**src/rtl/skm_pkg.sv**
```systemverilog
// Package with shared constants and defaults for the stream keyword set matcher.
`timescale 1ns / 1ps

package skm_pkg;

    localparam int MAX_WORDS_DEF   = 7;
    localparam int MAX_LETTERS_DEF = 8;

    localparam int WORD_W     = 64;
    localparam int BYTE_W     = 8;
    localparam int CFG_ADDR_W = 3;
    localparam int COUNT_W    = 3;

    localparam logic [CFG_ADDR_W-1:0] CFG_WORD_COUNT = 3'd7;

    localparam logic [BYTE_W-1:0] UPPER_FIRST = 8'd65;
    localparam logic [BYTE_W-1:0] UPPER_LAST  = 8'd90;
    localparam logic [BYTE_W-1:0] LOWER_FIRST = 8'd97;
    localparam logic [BYTE_W-1:0] LOWER_LAST  = 8'd122;

    function automatic logic is_letter(input logic [BYTE_W-1:0] b);
        return ((b >= UPPER_FIRST) && (b <= UPPER_LAST)) ||
               ((b >= LOWER_FIRST) && (b <= LOWER_LAST));
    endfunction

endpackage

```
**src/rtl/skm_word_match.sv**
```systemverilog
// Token against search word comparison with lowest-index priority and the all-found check.
`timescale 1ns / 1ps

module skm_word_match import skm_pkg::*; #(
    parameter int MAX_WORDS   = MAX_WORDS_DEF,
    parameter int MAX_LETTERS = MAX_LETTERS_DEF
) (
    input  logic [MAX_WORDS-1:0][WORD_W-1:0] i_words,
    input  logic [COUNT_W-1:0]               i_word_count,
    input  logic [BYTE_W*MAX_LETTERS-1:0]    i_token,
    input  logic                             i_token_overflow,
    input  logic [MAX_WORDS-1:0]             i_found,
    output logic [MAX_WORDS-1:0]             o_found,
    output logic                             o_all_found
);

    localparam int TOK_W = BYTE_W * MAX_LETTERS;

    logic [WORD_W-1:0]    tok_ext;
    logic [COUNT_W-1:0]   active;
    logic [MAX_WORDS-1:0] mask;
    logic [MAX_WORDS-1:0] hit;
    logic [MAX_WORDS-1:0] first_hit;
    logic                 taken;

    always_comb begin
        tok_ext = '0;
        tok_ext[TOK_W-1:0] = i_token;
        if (i_word_count > COUNT_W'(MAX_WORDS)) begin
            active = COUNT_W'(MAX_WORDS);
        end else begin
            active = i_word_count;
        end
        taken = 1'b0;
        for (int i = 0; i < MAX_WORDS; i++) begin
            mask[i] = (COUNT_W'(i) < active);
            hit[i] = mask[i] && !i_token_overflow && (i_words[i] == tok_ext);
            first_hit[i] = hit[i] && !taken;
            taken = taken | hit[i];
        end
        o_found = i_found | first_hit;
        o_all_found = ((o_found & mask) == mask);
    end

endmodule

```
**src/rtl/stream_keyword_set_matcher.sv**
```systemverilog
// Top level of the stream keyword set matcher: token builder, state and result register.
//
//   channel  direction  handshake                  payload
//   input    in         i_in_valid / o_in_ready    i_char_byte, i_is_end
//   result   out        o_out_valid / i_out_ready  o_all_found, o_file_done
//   config   in         i_cfg_we (no wait)         i_cfg_addr, i_cfg_data
//
// Each input beat gives one result beat, held in the result register from the cycle after it is taken.
// A new beat is taken every cycle while the result register is empty or being taken.
// The token, found flags and result register sit behind one level of compare logic.
// Synchronous active-low reset clears the word registers and all per-file state.
// A stalled result holds its register and stops the input only while it waits.
`timescale 1ns / 1ps

module stream_keyword_set_matcher import skm_pkg::*; #(
    parameter int MAX_WORDS   = MAX_WORDS_DEF,
    parameter int MAX_LETTERS = MAX_LETTERS_DEF
) (
    input  logic                  i_clk,
    input  logic                  i_rst_n,
    input  logic                  i_cfg_we,
    input  logic [CFG_ADDR_W-1:0] i_cfg_addr,
    input  logic [WORD_W-1:0]     i_cfg_data,
    input  logic                  i_in_valid,
    output logic                  o_in_ready,
    input  logic [BYTE_W-1:0]     i_char_byte,
    input  logic                  i_is_end,
    output logic                  o_out_valid,
    input  logic                  i_out_ready,
    output logic                  o_all_found,
    output logic                  o_file_done
);

    localparam int TOK_W = BYTE_W * MAX_LETTERS;
    localparam int LEN_W = $clog2(MAX_LETTERS + 1);

    logic [MAX_WORDS-1:0][WORD_W-1:0] r_words;
    logic [COUNT_W-1:0]               r_count;
    logic [TOK_W-1:0]                 r_token;
    logic [TOK_W-1:0]                 n_token;
    logic [LEN_W-1:0]                 r_tok_len;
    logic [LEN_W-1:0]                 n_tok_len;
    logic                             r_overflow;
    logic                             n_overflow;
    logic [MAX_WORDS-1:0]             r_found;
    logic [MAX_WORDS-1:0]             n_found;
    logic                             r_reported;
    logic                             n_reported;
    logic                             r_out_valid;
    logic                             r_all_found;
    logic                             r_file_done;

    logic                 accept;
    logic                 letter;
    logic                 pulse;
    logic [MAX_WORDS-1:0] match_found;
    logic                 match_all;

    assign o_in_ready  = !r_out_valid || i_out_ready;
    assign accept      = i_in_valid && o_in_ready;
    assign letter      = !i_is_end && is_letter(i_char_byte);
    assign o_out_valid = r_out_valid;
    assign o_all_found = r_all_found;
    assign o_file_done = r_file_done;

    skm_word_match #(
        .MAX_WORDS   (MAX_WORDS),
        .MAX_LETTERS (MAX_LETTERS)
    ) u_match (
        .i_words          (r_words),
        .i_word_count     (r_count),
        .i_token          (r_token),
        .i_token_overflow (r_overflow),
        .i_found          (r_found),
        .o_found          (match_found),
        .o_all_found      (match_all)
    );

    always_comb begin
        n_token    = r_token;
        n_tok_len  = r_tok_len;
        n_overflow = r_overflow;
        n_found    = r_found;
        n_reported = r_reported;
        pulse      = 1'b0;
        if (!r_reported) begin
            if (letter) begin
                if (r_tok_len < LEN_W'(MAX_LETTERS)) begin
                    for (int k = 0; k < MAX_LETTERS; k++) begin
                        if (r_tok_len == LEN_W'(k)) begin
                            n_token[k*BYTE_W +: BYTE_W] = i_char_byte;
                        end
                    end
                    n_tok_len = r_tok_len + LEN_W'(1);
                end else begin
                    n_overflow = 1'b1;
                end
            end else begin
                n_found    = match_found;
                n_token    = '0;
                n_tok_len  = '0;
                n_overflow = 1'b0;
                pulse      = match_all;
                n_reported = match_all;
            end
        end
        if (i_is_end) begin
            n_token    = '0;
            n_tok_len  = '0;
            n_overflow = 1'b0;
            n_found    = '0;
            n_reported = 1'b0;
        end
    end

    always_ff @(posedge i_clk) begin
        if (!i_rst_n) begin
            r_words     <= '0;
            r_count     <= '0;
            r_token     <= '0;
            r_tok_len   <= '0;
            r_overflow  <= 1'b0;
            r_found     <= '0;
            r_reported  <= 1'b0;
            r_out_valid <= 1'b0;
        end else begin
            if (i_cfg_we) begin
                for (int i = 0; i < MAX_WORDS; i++) begin
                    if (i_cfg_addr == CFG_ADDR_W'(i)) begin
                        r_words[i] <= i_cfg_data;
                    end
                end
                if (i_cfg_addr == CFG_WORD_COUNT) begin
                    r_count <= i_cfg_data[COUNT_W-1:0];
                end
            end
            if (accept) begin
                r_token     <= n_token;
                r_tok_len   <= n_tok_len;
                r_overflow  <= n_overflow;
                r_found     <= n_found;
                r_reported  <= n_reported;
                r_out_valid <= 1'b1;
            end else if (i_out_ready) begin
                r_out_valid <= 1'b0;
            end
        end
    end

    always_ff @(posedge i_clk) begin
        if (accept) begin
            r_all_found <= pulse;
            r_file_done <= i_is_end;
        end
    end

    a_end_clears: assert property (@(posedge i_clk) disable iff (!i_rst_n)
        accept && i_is_end |=> (r_found == '0) && !r_reported && (r_tok_len == '0))
        else $error("End beat did not clear the per-file state.");

    a_pulse_marks: assert property (@(posedge i_clk) disable iff (!i_rst_n)
        accept && pulse && !i_is_end |=> r_reported && o_all_found)
        else $error("All-found beat did not set the reported flag.");

    a_reported_idle: assert property (@(posedge i_clk) disable iff (!i_rst_n)
        r_reported |-> (r_tok_len == '0) && !r_overflow)
        else $error("Token holds letters after all words were found.");

    a_no_second_pulse: assert property (@(posedge i_clk) disable iff (!i_rst_n)
        accept && r_reported |=> !o_all_found)
        else $error("All-found repeated within one file.");

endmodule

```
**config.mk**
```make
export PLATFORM = sky130hd
export DESIGN_NAME = stream_keyword_set_matcher
export DESIGN_NICKNAME = d
export VERILOG_FILES = /design/src/rtl/skm_pkg.sv /design/src/rtl/skm_word_match.sv /design/src/rtl/stream_keyword_set_matcher.sv
export SDC_FILE = /design/constraint.sdc
export NUM_CORES = 1
export LEC_CHECK = 0
export BUFFER_PORTS_ARGS = -buffer_cell sky130_fd_sc_hd__buf_2
export CORE_ASPECT_RATIO = 0.9
export CORE_MARGIN = 1
export CORE_UTILIZATION = 30
export DETAILED_ROUTE_END_ITERATION = 16
export PLACE_DENSITY = 0.43
export SYNTH_ARGS = -nofsm -noshare
export SYNTH_HDL_FRONTEND = slang
export SYNTH_HIERARCHICAL = 1
export SYNTH_SLANG_ARGS = --single-unit
```
**constraint.sdc**
```tcl
create_clock -name i_clk -period 7.4 [get_ports i_clk]
set_input_delay 1.11 -clock i_clk [delete_from_list [all_inputs] [get_ports i_clk]]
set_output_delay 1.11 -clock i_clk [all_outputs]
set_load 0.02 [all_outputs]
```
==> flow_results.xml <==
<?xml version="1.0" encoding="UTF-8"?>
<metrics>
  <group name="global_routing">
    <metric name="grt_pass1_vias" unit="">22200</metric>
    <metric name="grt_start_max_net_pins" unit="">134</metric>
    <metric name="grt_pass1_wl" unit="um">206800</metric>
    <metric name="globalRouteOverflowTotal" unit="">0</metric>
    <metric name="groute.usage.overall" unit="%">36.35</metric>
    <metric name="antenna_found_initial" unit="">13</metric>
  </group>
  <group name="timing">
    <metric name="final.setup_skew" unit="ns">0.03018</metric>
    <metric name="report.final.setup_viol" unit="">0</metric>
    <metric name="maxSlewViolCount" unit="">0</metric>
    <metric name="rsz0062_at_grt" unit="">false</metric>
    <metric name="finalWorstSetupSlack" unit="ns">2.677</metric>
    <metric name="final.min_clock_period" unit="ns">4.723</metric>
    <metric name="final_min_period_over_clock_period" unit="%">63.83</metric>
    <metric name="final_hold_viols" unit="">0</metric>
    <metric name="worstMarginPinSlew" unit="ns">1.369</metric>
    <metric name="maxSlewHeadroom" unit="%">7.912</metric>
    <metric name="max_clock_freq" unit="GHz">0.2117</metric>
    <metric name="fin_tns_setup" unit="ns">0</metric>
  </group>
  <group name="critical_path">
    <metric name="start_kind" unit="">flip-flop</metric>
    <metric name="crit_slowest_cell" unit="">dfxtp_1</metric>
    <metric name="reg2reg_depth" unit="">10</metric>
    <metric name="crit_end" unit="">o_all_found$_SDFFCE_PP0P_</metric>
    <metric name="worst_setup_path_end_kind" unit="">flip-flop</metric>
    <metric name="criticalPathCategory" unit="">flip-flop to flip-flop</metric>
    <metric name="reg2reg_setup_slack" unit="ns">2.68</metric>
    <metric name="cpLargestDelayFamily" unit="">simple AND/OR/NAND/NOR gates</metric>
    <metric name="cp.required" unit="ns">7.78</metric>
    <metric name="timing.critical_path.arrival" unit="ns">5.10</metric>
    <metric name="regToRegStartpoint" unit="">r_count[1]$_SDFFE_PN0P_</metric>
    <metric name="startpoint" unit="">r_count[1]$_SDFFE_PN0P_</metric>
    <metric name="cp_max_fo" unit="">10</metric>
    <metric name="cp_common_cell" unit="">or4_1</metric>
    <metric name="crit_path_cell_trace" unit="">o21bai_1 &gt; or4_1 &gt; or4_1 &gt; nor4_1 &gt; a22oi_1 &gt; a21oi_2 &gt; a31oi_1 &gt; nor2_1 &gt; a211oi_2 &gt; and3_1</metric>
    <metric name="critical_path.reg2reg.endpoint" unit="">o_all_found$_SDFFCE_PP0P_</metric>
    <metric name="worst-path-stages" unit="">10</metric>
    <metric name="critical-path-max-stage-delay" unit="ns">0.93</metric>
    <metric name="critical_path.n_buffers_inverters" unit="">0</metric>
  </group>
  <group name="cts">
    <metric name="cts_tree" unit="">done</metric>
    <metric name="cts.sink_count" unit="">531</metric>
    <metric name="cts_post_setup_buffers_inserted" unit="">0</metric>
    <metric name="cts-htree-levels" unit="">3</metric>
    <metric name="cts_resized" unit="">0</metric>
    <metric name="cts_max_path_buffers" unit="">3</metric>
    <metric name="cell_at_the_root_of_the_clock_tree" unit="">clkbuf_16</metric>
    <metric name="clkTransAtPathRegs" unit="ns">0.06</metric>
    <metric name="clk_latency" unit="ns">0.64</metric>
    <metric name="cts_hold_buffers" unit="">0</metric>
    <metric name="cts-buffers-inserted" unit="">68</metric>
  </group>
  <group name="floorplan">
    <metric name="core.rowCount" unit="">100</metric>
    <metric name="die_h" unit="um">276.3</metric>
    <metric name="floorplan.die.width" unit="um">306.8</metric>
    <metric name="start_util" unit="%">30.32</metric>
    <metric name="coreArea" unit="sq mm">0.08270</metric>
    <metric name="die-area" unit="sq mm">0.08475</metric>
    <metric name="boundaryPins" unit="">85</metric>
  </group>
  <group name="route">
    <metric name="route.detailed.wl_per_inst" unit="um">36.21</metric>
    <metric name="detailedRoute.firstPassIterationCount" unit="">5</metric>
    <metric name="routed_wirelength" unit="um">157500</metric>
    <metric name="route.detailed.vias_per_inst" unit="">5.645</metric>
    <metric name="final_routed_drc_violation_total" unit="">0</metric>
    <metric name="final_antenna_net_count" unit="">0</metric>
    <metric name="vias" unit="">24550</metric>
    <metric name="drt_initial_violations" unit="">3264</metric>
  </group>
  <group name="logic_synthesis">
    <metric name="synth.mux.area_fraction" unit="%">0.3991</metric>
    <metric name="synthDominantAreaCellType" unit="">dfxtp_1</metric>
    <metric name="synth_compound_area_share" unit="%">14.59</metric>
    <metric name="seq_area_frac_synth" unit="%">42.47</metric>
    <metric name="synth_edf_count" unit="">2</metric>
    <metric name="synth_top_family_by_area" unit="">simple AND/OR/NAND/NOR gates</metric>
    <metric name="ys_dominant_reg_cell" unit="">dfxtp_1</metric>
    <metric name="asyncSetResetFlopFracSynth" unit="%">0</metric>
    <metric name="synthesis.instances" unit="">3210</metric>
    <metric name="synth_area_per_cell" unit="sq um">7.812</metric>
    <metric name="synth-warning-count" unit="">6</metric>
    <metric name="synth.distinct_cells" unit="">62</metric>
    <metric name="synth-adder-area-share" unit="%">0.1996</metric>
    <metric name="synthesis.area" unit="sq mm">0.02508</metric>
    <metric name="post-synth-top-area-fraction" unit="%">42.23</metric>
    <metric name="synth-xor-area-share" unit="%">12.75</metric>
    <metric name="syn-num-nets" unit="">3295</metric>
    <metric name="synth_area_leaders" unit="">dfxtp_1 (42%), nand2_1 (14%), a21oi_1 (9.1%)</metric>
    <metric name="simple_gate_share_of_the_synthesized_area" unit="%">24.49</metric>
    <metric name="ys_seq_elements" unit="">531</metric>
  </group>
  <group name="finish">
    <metric name="drive_above_1_share" unit="%">8.287</metric>
    <metric name="finish.utilization" unit="%">34.55</metric>
    <metric name="layout.cells.most_common" unit="">nand2_1</metric>
    <metric name="layout_common_cells" unit="">nand2_1 (930), dfxtp_1 (529), a21oi_1 (454), xor2_1 (235), xnor2_1 (130)</metric>
    <metric name="layoutNonFillerInstCount" unit="">4350</metric>
    <metric name="nets" unit="">3254</metric>
    <metric name="area_growth" unit="%">13.93</metric>
  </group>
  <group name="flow_run">
    <metric name="cap_viol_max_count" unit="">0</metric>
  </group>
  <group name="pwr">
    <metric name="irDropWorstVdd" unit="uV">148.9</metric>
    <metric name="p_leak" unit="uW">0.01086</metric>
    <metric name="fin_total_pwr" unit="uW">6998</metric>
    <metric name="power_per_cell_area" unit="mW/mm^2">244.9</metric>
  </group>
  <group name="place">
    <metric name="dp.cells" unit="">4221</metric>
    <metric name="port-buffer-count" unit="">84</metric>
    <metric name="place_congestion" unit="">0.9986</metric>
    <metric name="pre_cts_setup_slack" unit="ns">2.966</metric>
    <metric name="dp_hpwl" unit="um">115700</metric>
  </group>
  <group name="hold_path">
    <metric name="min-delay-path-class" unit="">flip-flop to flip-flop</metric>
  </group>
  <group name="status">
    <metric name="run_status" unit="">finished, final reports clean</metric>
  </group>
</metrics>
==> worst register-to-register path, cell delays in order, from the launching register on <==
cell      delay, ns
dfxtp_1        0.93
o21bai_1       0.39
or4_1          0.67
or4_1          0.56
nor4_1         0.61
a22oi_1        0.36
a21oi_2        0.29
a31oi_1        0.14
nor2_1         0.20
a211oi_2       0.15
and3_1         0.20
==> metrics by stage <==
stage	hold WS, ns	area [sq um]
3_3_place_gp	0.4431	26330
6_report	0.4584	28570
2_1_floorplan	0.4262	25080
3_5_place_dp	0.4503	26330
5_1_grt	0.4782	28560
4_1_cts	0.4580	28560
==> cell usage after synthesis (5+ instances only) <==
cell type	count
inv_1	66
xnor2_1	130
or4_1	12
mux2i_1	10
xor2_1	235
nand3_1	22
nand3b_1	7
nand4_1	72
o22ai_1	22
buf_2	10
a22o_1	7
nand2b_1	32
nand2_1	933
o2111ai_1	5
a2111oi_0	10
nor4_1	117
clkbuf_1	207
nor2_1	29
nor2b_1	69
and4_1	13
a211oi_1	10
dfxtp_1	529
or2_2	6
o211ai_1	7
buf_6	10
a221oi_1	5
o21ai_0	50
a21oi_1	454
nor3_1	19
o32ai_1	44
==> logic make-up after synthesis <==
kind of cell    count (synthesis)
compound gates                641
xor+xnor                      365
fa+ha+maj                       4
buf+inv                       304
flops                         531
mux                            10
simple gates                 1355
==> how the worst min path moves through the flow <==
stage / end / from / cells after the start
floorplan: r_token[46]$_SDFFE_PN0P_ / r_token[46]$_SDFFE_PN0P_ / 2
global placement: r_words[257]$_SDFFE_PN0P_ / r_words[257]$_SDFFE_PN0P_ / 2
detailed placement: r_words[266]$_SDFFE_PN0P_ / r_words[266]$_SDFFE_PN0P_ / 2
CTS: r_words[374]$_SDFFE_PN0P_ / r_words[374]$_SDFFE_PN0P_ / 2
global route: r_words[418]$_SDFFE_PN0P_ / r_words[418]$_SDFFE_PN0P_ / 2
finish: r_words[418]$_SDFFE_PN0P_ / r_words[418]$_SDFFE_PN0P_ / 2
==> registers in the layout, summed over array words and instances, names as in the netlist <==
signal and count:
o_all_found 1, o_file_done 1, o_out_valid 1, r_count 3, r_found 7, r_overflow 1
r_reported 1, r_tok_len 4, r_token 64, r_words 448
==> layout make-up <==
class	count	area [sq um]
fillers	8731	54130
multi-input cells	2375	13250
flip-flops and latches	531	10650
clock buffers	97	1983
well taps	1122	1404
repair buffers	127	768.2
inverters	66	255.2
clock inverters	26	247.7
diodes	6	15.01
==> power breakdown <==
group,switching (uW),total (uW),internal (uW)
registers,58.1,2970,2920
clock network,1410,3390,1980
logic,484,632,148
total,1950,7000,5040
==> per-layer routing <==
| layer | vias to the layer above | wire, um | GRT usage (%) |
|---|---|---|---|
| li1 | 10760 | - | - |
| met3 | 204 | 12200 | 5.695 |
| met4 | 8 | 6428 | 12.87 |
| met2 | 1200 | 68540 | 55.33 |
| met5 | - | 66 | 0 |
| met1 | 12380 | 70260 | 51.64 |
No activity file was read; power rests on OpenSTA's default activity.
